$ cat src/rtl/gbp_pkg.sv
// Shared types and constants for the gshare and BTB branch predictor.
// Used by every module of the block; depends on nothing.
`timescale 1ns / 1ps

package gbp_pkg;

  localparam int BTB_INDEX_BITS = 10;
  localparam int HISTORY_BITS   = 8;
  localparam int BTB_DEPTH      = 1 << BTB_INDEX_BITS;
  localparam int PHT_DEPTH      = 1 << HISTORY_BITS;
  localparam int CLR_BITS       = (BTB_INDEX_BITS > HISTORY_BITS) ? BTB_INDEX_BITS
                                                                  : HISTORY_BITS;
  localparam int CLR_DEPTH      = 1 << CLR_BITS;

  typedef logic [BTB_INDEX_BITS-1:0] btb_idx_t;
  typedef logic [HISTORY_BITS-1:0]   pht_idx_t;
  typedef logic [1:0]                pht_cnt_t;

  typedef enum logic {
    FN_PREDICT = 1'b0,
    FN_RESOLVE = 1'b1
  } func_t;

  typedef enum logic [1:0] {
    BK_NONE   = 2'd0,
    BK_UNCOND = 2'd1,
    BK_COND   = 2'd2,
    BK_REG    = 2'd3
  } branch_kind_t;

  typedef enum logic [1:0] {
    ST_CLEAR,
    ST_IDLE,
    ST_LOOKUP
  } state_t;

  typedef struct packed {
    logic        valid;
    logic        cond;
    logic [63:0] tag;
    logic [63:0] target;
  } btb_entry_t;

  typedef struct packed {
    logic       en;
    btb_idx_t   addr;
    btb_entry_t data;
  } btb_wr_t;

  typedef struct packed {
    logic     en;
    pht_idx_t addr;
    pht_cnt_t data;
  } pht_wr_t;

endpackage

$ cat src/rtl/gbp_pht_mem.sv
// Pattern history table of two-bit counters: one write port, one registered read port.
// Depends on gbp_pkg for the index, counter and write request types.
`timescale 1ns / 1ps

module gbp_pht_mem (
  input  logic              clk,
  input  gbp_pkg::pht_wr_t  wr,
  input  logic              rd_en,
  input  gbp_pkg::pht_idx_t rd_addr,
  output gbp_pkg::pht_cnt_t rd_data
);

  gbp_pkg::pht_cnt_t mem [gbp_pkg::PHT_DEPTH];
  gbp_pkg::pht_cnt_t rd_data_r;

  always_ff @(posedge clk) begin
    if (wr.en) begin
      mem[wr.addr] <= wr.data;
    end
  end

  always_ff @(posedge clk) begin
    if (rd_en) begin
      rd_data_r <= mem[rd_addr];
    end
  end

  assign rd_data = rd_data_r;

endmodule

$ cat config.mk
export PLATFORM = sky130hd
export DESIGN_NAME = gbp_pht_mem
export DESIGN_NICKNAME = d
export VERILOG_FILES = /design/src/rtl/gbp_pkg.sv /design/src/rtl/gbp_pht_mem.sv
export SDC_FILE = /design/constraint.sdc
export NUM_CORES = 1
export LEC_CHECK = 0
export BUFFER_PORTS_ARGS = -buffer_cell sky130_fd_sc_hd__buf_4
export CELL_PAD_IN_SITES_DETAIL_PLACEMENT = 1
export CELL_PAD_IN_SITES_GLOBAL_PLACEMENT = 2
export CORE_MARGIN = 1
export CORE_UTILIZATION = 50
export CTS_BUF_LIST = sky130_fd_sc_hd__clkbuf_4 sky130_fd_sc_hd__clkbuf_8
export CTS_CLUSTER_DIAMETER = 80
export DETAILED_ROUTE_END_ITERATION = 8
export GPL_TIMING_DRIVEN = 0
export PLACE_DENSITY_LB_ADDON = 0.1
export SLEW_MARGIN = 20
export SYNTH_ARGS = -nofsm -noshare
export SYNTH_HDL_FRONTEND = slang
export SYNTH_SLANG_ARGS = --single-unit
$ cat constraint.sdc
create_clock -name clk -period 2.6 [get_ports clk]
set_input_delay 0.13 -clock clk [delete_from_list [all_inputs] [get_ports clk]]
set_output_delay 0.13 -clock clk [all_outputs]
set_load 0.05 [all_outputs]
* Word level (Yosys, flattened, before mapping) *
Memory sizes are Yosys's and may differ from the RTL's. A register that Yosys moved wholly into a read port is not among the register bits.
Cells that the tools add are included.

word-level totals
  memories kept = 1
  input port bits = 21
  bits in registers = 0
  output and inout port bits = 2
  bits in writable memories = 512

memories
  name  words  bits a word  rd ports  clocked after memory_dff  write ports  RTL line           source
  mem   256    2            1         1                         1            gbp_pht_mem.sv:13  gbp_pkg::pht_cnt_t mem [gbp_pkg::PHT_DEPTH];

cells by class
  multiplexer cells = 2

operators by type and width
  kind              count
  1-bit 2-to-1 mux  2

* Depth between registers and ports, before layout *
  word-level depth = 2
  gate-level depth with buffers = 11
  depth with buffers taken out = 6

* Worst setup path before layout *
Ideal clock, no wire load.

  path kind = input to register
  start = in rd_addr[0]
  end = reg rd_data_r[0], in the netlist rd_data[0], read port of mem, data pin
  setup time = 0.266 ns
  buffers on the path = 3
  arrival time = 1.765 ns
  stages = 8
  path slack = 0.569 ns
  cells stage by stage = buf_6 > buf_4 > buf_4 > mux4_2 > a22oi_1 > nand3_1 > a32oi_1 > a211oi_2

RTL lines
  element      RTL line           source
  from (decl)  gbp_pht_mem.sv:9   input gbp_pkg::pht_idx_t rd_addr,
  to (decl)    gbp_pht_mem.sv:14  gbp_pkg::pht_cnt_t rd_data_r;

==> impl_metrics.csv <==
group,metric,value,unit
status,status,"completed",
final_layout,antenna_cells,0,
synthesis,ys.flop_type,"edfxtp_1",
sta,tightest_slew,1.168,ns
synthesis,synthMuxAreaShare,0.1436,
worst_setup_path,crit_arrival,2.95,ns
worst_setup_path,reg2reg_to,"rd_data[1]$_DFFE_PP_",
worst_setup_path,reg2reg_slack,0.07,ns
synthesis,synthAdderAreaFrac,0,
sta,worst_slack,0.01755,ns
pwr,ir_worst_vdd,0.5641,mV
worst_setup_path,r2r-start,"mem[42][1]$_DFFE_PP_",
run,cap_violations,0,
synthesis,synth_simple_gate_area_frac,0.06752,
hold_path,whs_path_depth,3,
synthesis,async_flop_share,0,
die,ios,23,
grt,grt_pass1_vias,12950,
synthesis,ys_seq_area_frac,0.7212,
die,die-height,208.9,um
clocking,numClockSinks,514,
synthesis,synth-edff-count,514,
synthesis,yosysTopAreaCellShare,0.7212,
hold_path,hp-class,"in2reg",
detailed_routing,drt_iter0_drc,1217,
sta,hold_violations,0,
synthesis,synth_top_area_cell,"edfxtp_1",
detailed_routing,drc,0,
die,placementRows,75,
detailed_routing,via_count,12220,
detailed_routing,routed_wl,63570,um
sta,setup_viol,0,
clocking,cts_max_path_buffers,3,
pwr,leakage,7.538,nW
grt,grt_overflow,0,
synthesis,synth_area,21400,sq um
clocking,clk_latency,0.65,ns
placement,portBuffers,13,
sta,slew-limit-headroom,0.2215,
sta,fin_crit,2.582,ns
grt,grt_pass1_wl,90340,um
synthesis,syn_nets,1263,
grt,grt_max_degree,119,
die,start_util,0.5091,
worst_setup_path,reg2reg_depth,6,
clocking,cts_buffers,85,
worst_setup_path,start_kind,"primary input",
final_layout,fillers,3851,
synthesis,avgSynthCellArea,17.23,sq um
placement,dp_slack,-0.6976,ns
clocking,cts_tree,"built",
synthesis,netlist_top_cells_area,"edfxtp_1, mux4_2, nor2_1",
synthesis,ys_seq_elements,514,
synthesis,synth.most_common_cell,"edfxtp_1",
detailed_routing,via_per_inst,6.249,
synthesis,synth.cells.most_frequent,"edfxtp_1, nor2_1, mux4_2",
detailed_routing,ant_nets,0,
hold_path,whs_endpoint,"rd_data[0]$_DFFE_PP_",
sta,fin_skew,0.02676,ns
synthesis,synth_top_family_by_area,"multiplexers",
final_layout,fin_util,0.5702,
sta,period_share,0.9932,
final_layout,synthToLayoutAreaGrowth,12.01,%
detailed_routing,drt_pre_antenna_iters,5,
final_layout,nNetsFinal,1372,
clocking,clkTransAtPathRegs,0.06,ns
synthesis,synth_xor_area_frac,0,
worst_setup_path,worstPathRequired,2.97,ns
die,die_area,43640,sq um
die,fp.dieW,208.9,um
synthesis,ys_types,50,
placement,dpl.hpwl,42170,um
sta,max_freq,387.2,MHz
grt,gr-usage-all-layers,0.3000,
worst_setup_path,critPathKind,"in2reg",
sta,tns,0,ns
synthesis,synth_warnings,0,
clocking,clock-root-buffer,"clkbuf_8",
worst_setup_path,endpoint_kind,"flop",
sta,slew_violations,0,
sta,rsz0062_at_grt,"yes",
placement,place.gp.congestion,0.8487,
synthesis,syn-instance-count,1242,
die,core-area,42040,sq um
grt,antenna_found_initial,0,
detailed_routing,wire_per_inst,32.52,um
clocking,htreeDepth,3,
hold_path,min_from,"rd_addr[7]",
synthesis,synth_compound_area_frac,0.03853,
worst_setup_path,path_max_fanout,10,
pwr,power.density,712.3,nW/um^2
final_layout,final_layout_size_suffix_gt1_frac,0.2076,
layout make-up:
class | instances | area [sq um] | share of cell area
sequential | 514 | 15430 | 0.6438
multi-input combinational | 632 | 5348 | 0.2231
clock buffer | 123 | 1474 | 0.06148
tap | 539 | 674.4 | 0.02813
buffer | 89 | 608.1 | 0.02537
timing repair buffer | 23 | 275.3 | 0.01148
clock inverter | 29 | 136.4 | 0.005689
inverter | 6 | 22.52 | 0.0009395
per-layer routing:
metal | global-route usage | vias to the layer above | share of wire
li1 | - | 5142 | -
met1 | 0.4014 | 6462 | 0.41
met2 | 0.4899 | 515 | 0.49
met3 | 0.06598 | 98 | 0.075
met4 | 0.1017 | 0 | 0.027
met5 | 0 | - | 0
how the worst max path moves through the flow:
| stage | from | end | slack [ns] | depth (start not counted) |
|---|---|---|---|---|
| after CTS | rd_addr[1] | rd_data[1]$_DFFE_PP_ | 0.02 | 9 |
| after floorplan | rd_addr[0] | rd_data[0]$_DFFE_PP_ | 0.57 | 8 |
| final | rd_addr[1] | rd_data[1]$_DFFE_PP_ | 0.02 | 8 |
| after global routing | rd_addr[1] | rd_data[1]$_DFFE_PP_ | -0.001 | 8 |
| after global placement | rd_addr[3] | rd_data[1]$_DFFE_PP_ | -0.82 | 8 |
| after detailed placement | rd_addr[1] | rd_data[1]$_DFFE_PP_ | -0.70 | 9 |
what timing repair did:
item                                    4_1_cts  5_1_grt
hold buffers                                  3        0
endpoints found under the setup margin        0        2
hold endpoints to repair                    110        0
setup buffers                                 0        3
gates resized for setup                       0        1
report_power, final:
group / total [mW] / switching (mW) / internal (mW) / leakage (nW)
combinational: 1.08 / 0.721 / 0.355 / 2.07
sequential: 9.15 / 0.00550 / 9.14 / 4.62
clock: 6.85 / 3.22 / 3.63 / 0.851
total: 17.1 / 3.95 / 13.1 / 7.54
state kept, by name, summed over array words and instances, names as in the netlist:
signal and flops:
mem 512, rd_data 2
per-stage QoR:
stage | cells | area (sq um) | power [mW] | hold slack (ns)
6_report | 1955 | 23970 | 17.07 | 0.1461
5_1_grt | 1955 | 23970 | 17.48 | 0.1562
3_3_place_gp | 1794 | 22170 | 10.36 | 0.3410
2_1_floorplan | 1242 | 21400 | 9.875 | 0.2289
4_1_cts | 1953 | 23950 | 17.16 | 0.1093
3_5_place_dp | 1798 | 22310 | 10.38 | 0.3493
worst max-delay path, stage by stage:
cell	delay (ns)
buf_2	0.20
clkbuf_1	0.85
mux4_2	0.43
a22o_1	0.21
a211oi_1	0.60
o31ai_1	0.17
o22ai_2	0.27
a311oi_2	0.09
cells in the final DEF, fill, tap and decap left out, types with 16 or more instances in the layout:
master,netlist,routed
o221ai_1,16,16
mux4_2,82,82
nor2_1,268,268
mux2i_1,61,61
edfxtp_1,514,514
clkbuf_1,53,44
buf_4,2,16
clkbuf_4,2,37
nand2_1,29,29
mux4_1,20,20
clkinv_1,0,18
nand3_1,27,26
clkbuf_8,0,88
cells by family (layout without fill, tap and decap cells):
logic type             after synthesis  after routing
buffers and inverters               96            270
AO/OA/AOI/OAI                      107            107
AND/OR/NAND/NOR                    354            354
multiplexers                       171            171
flip-flops                         514            514
Power figures use the tool's default switching activity.
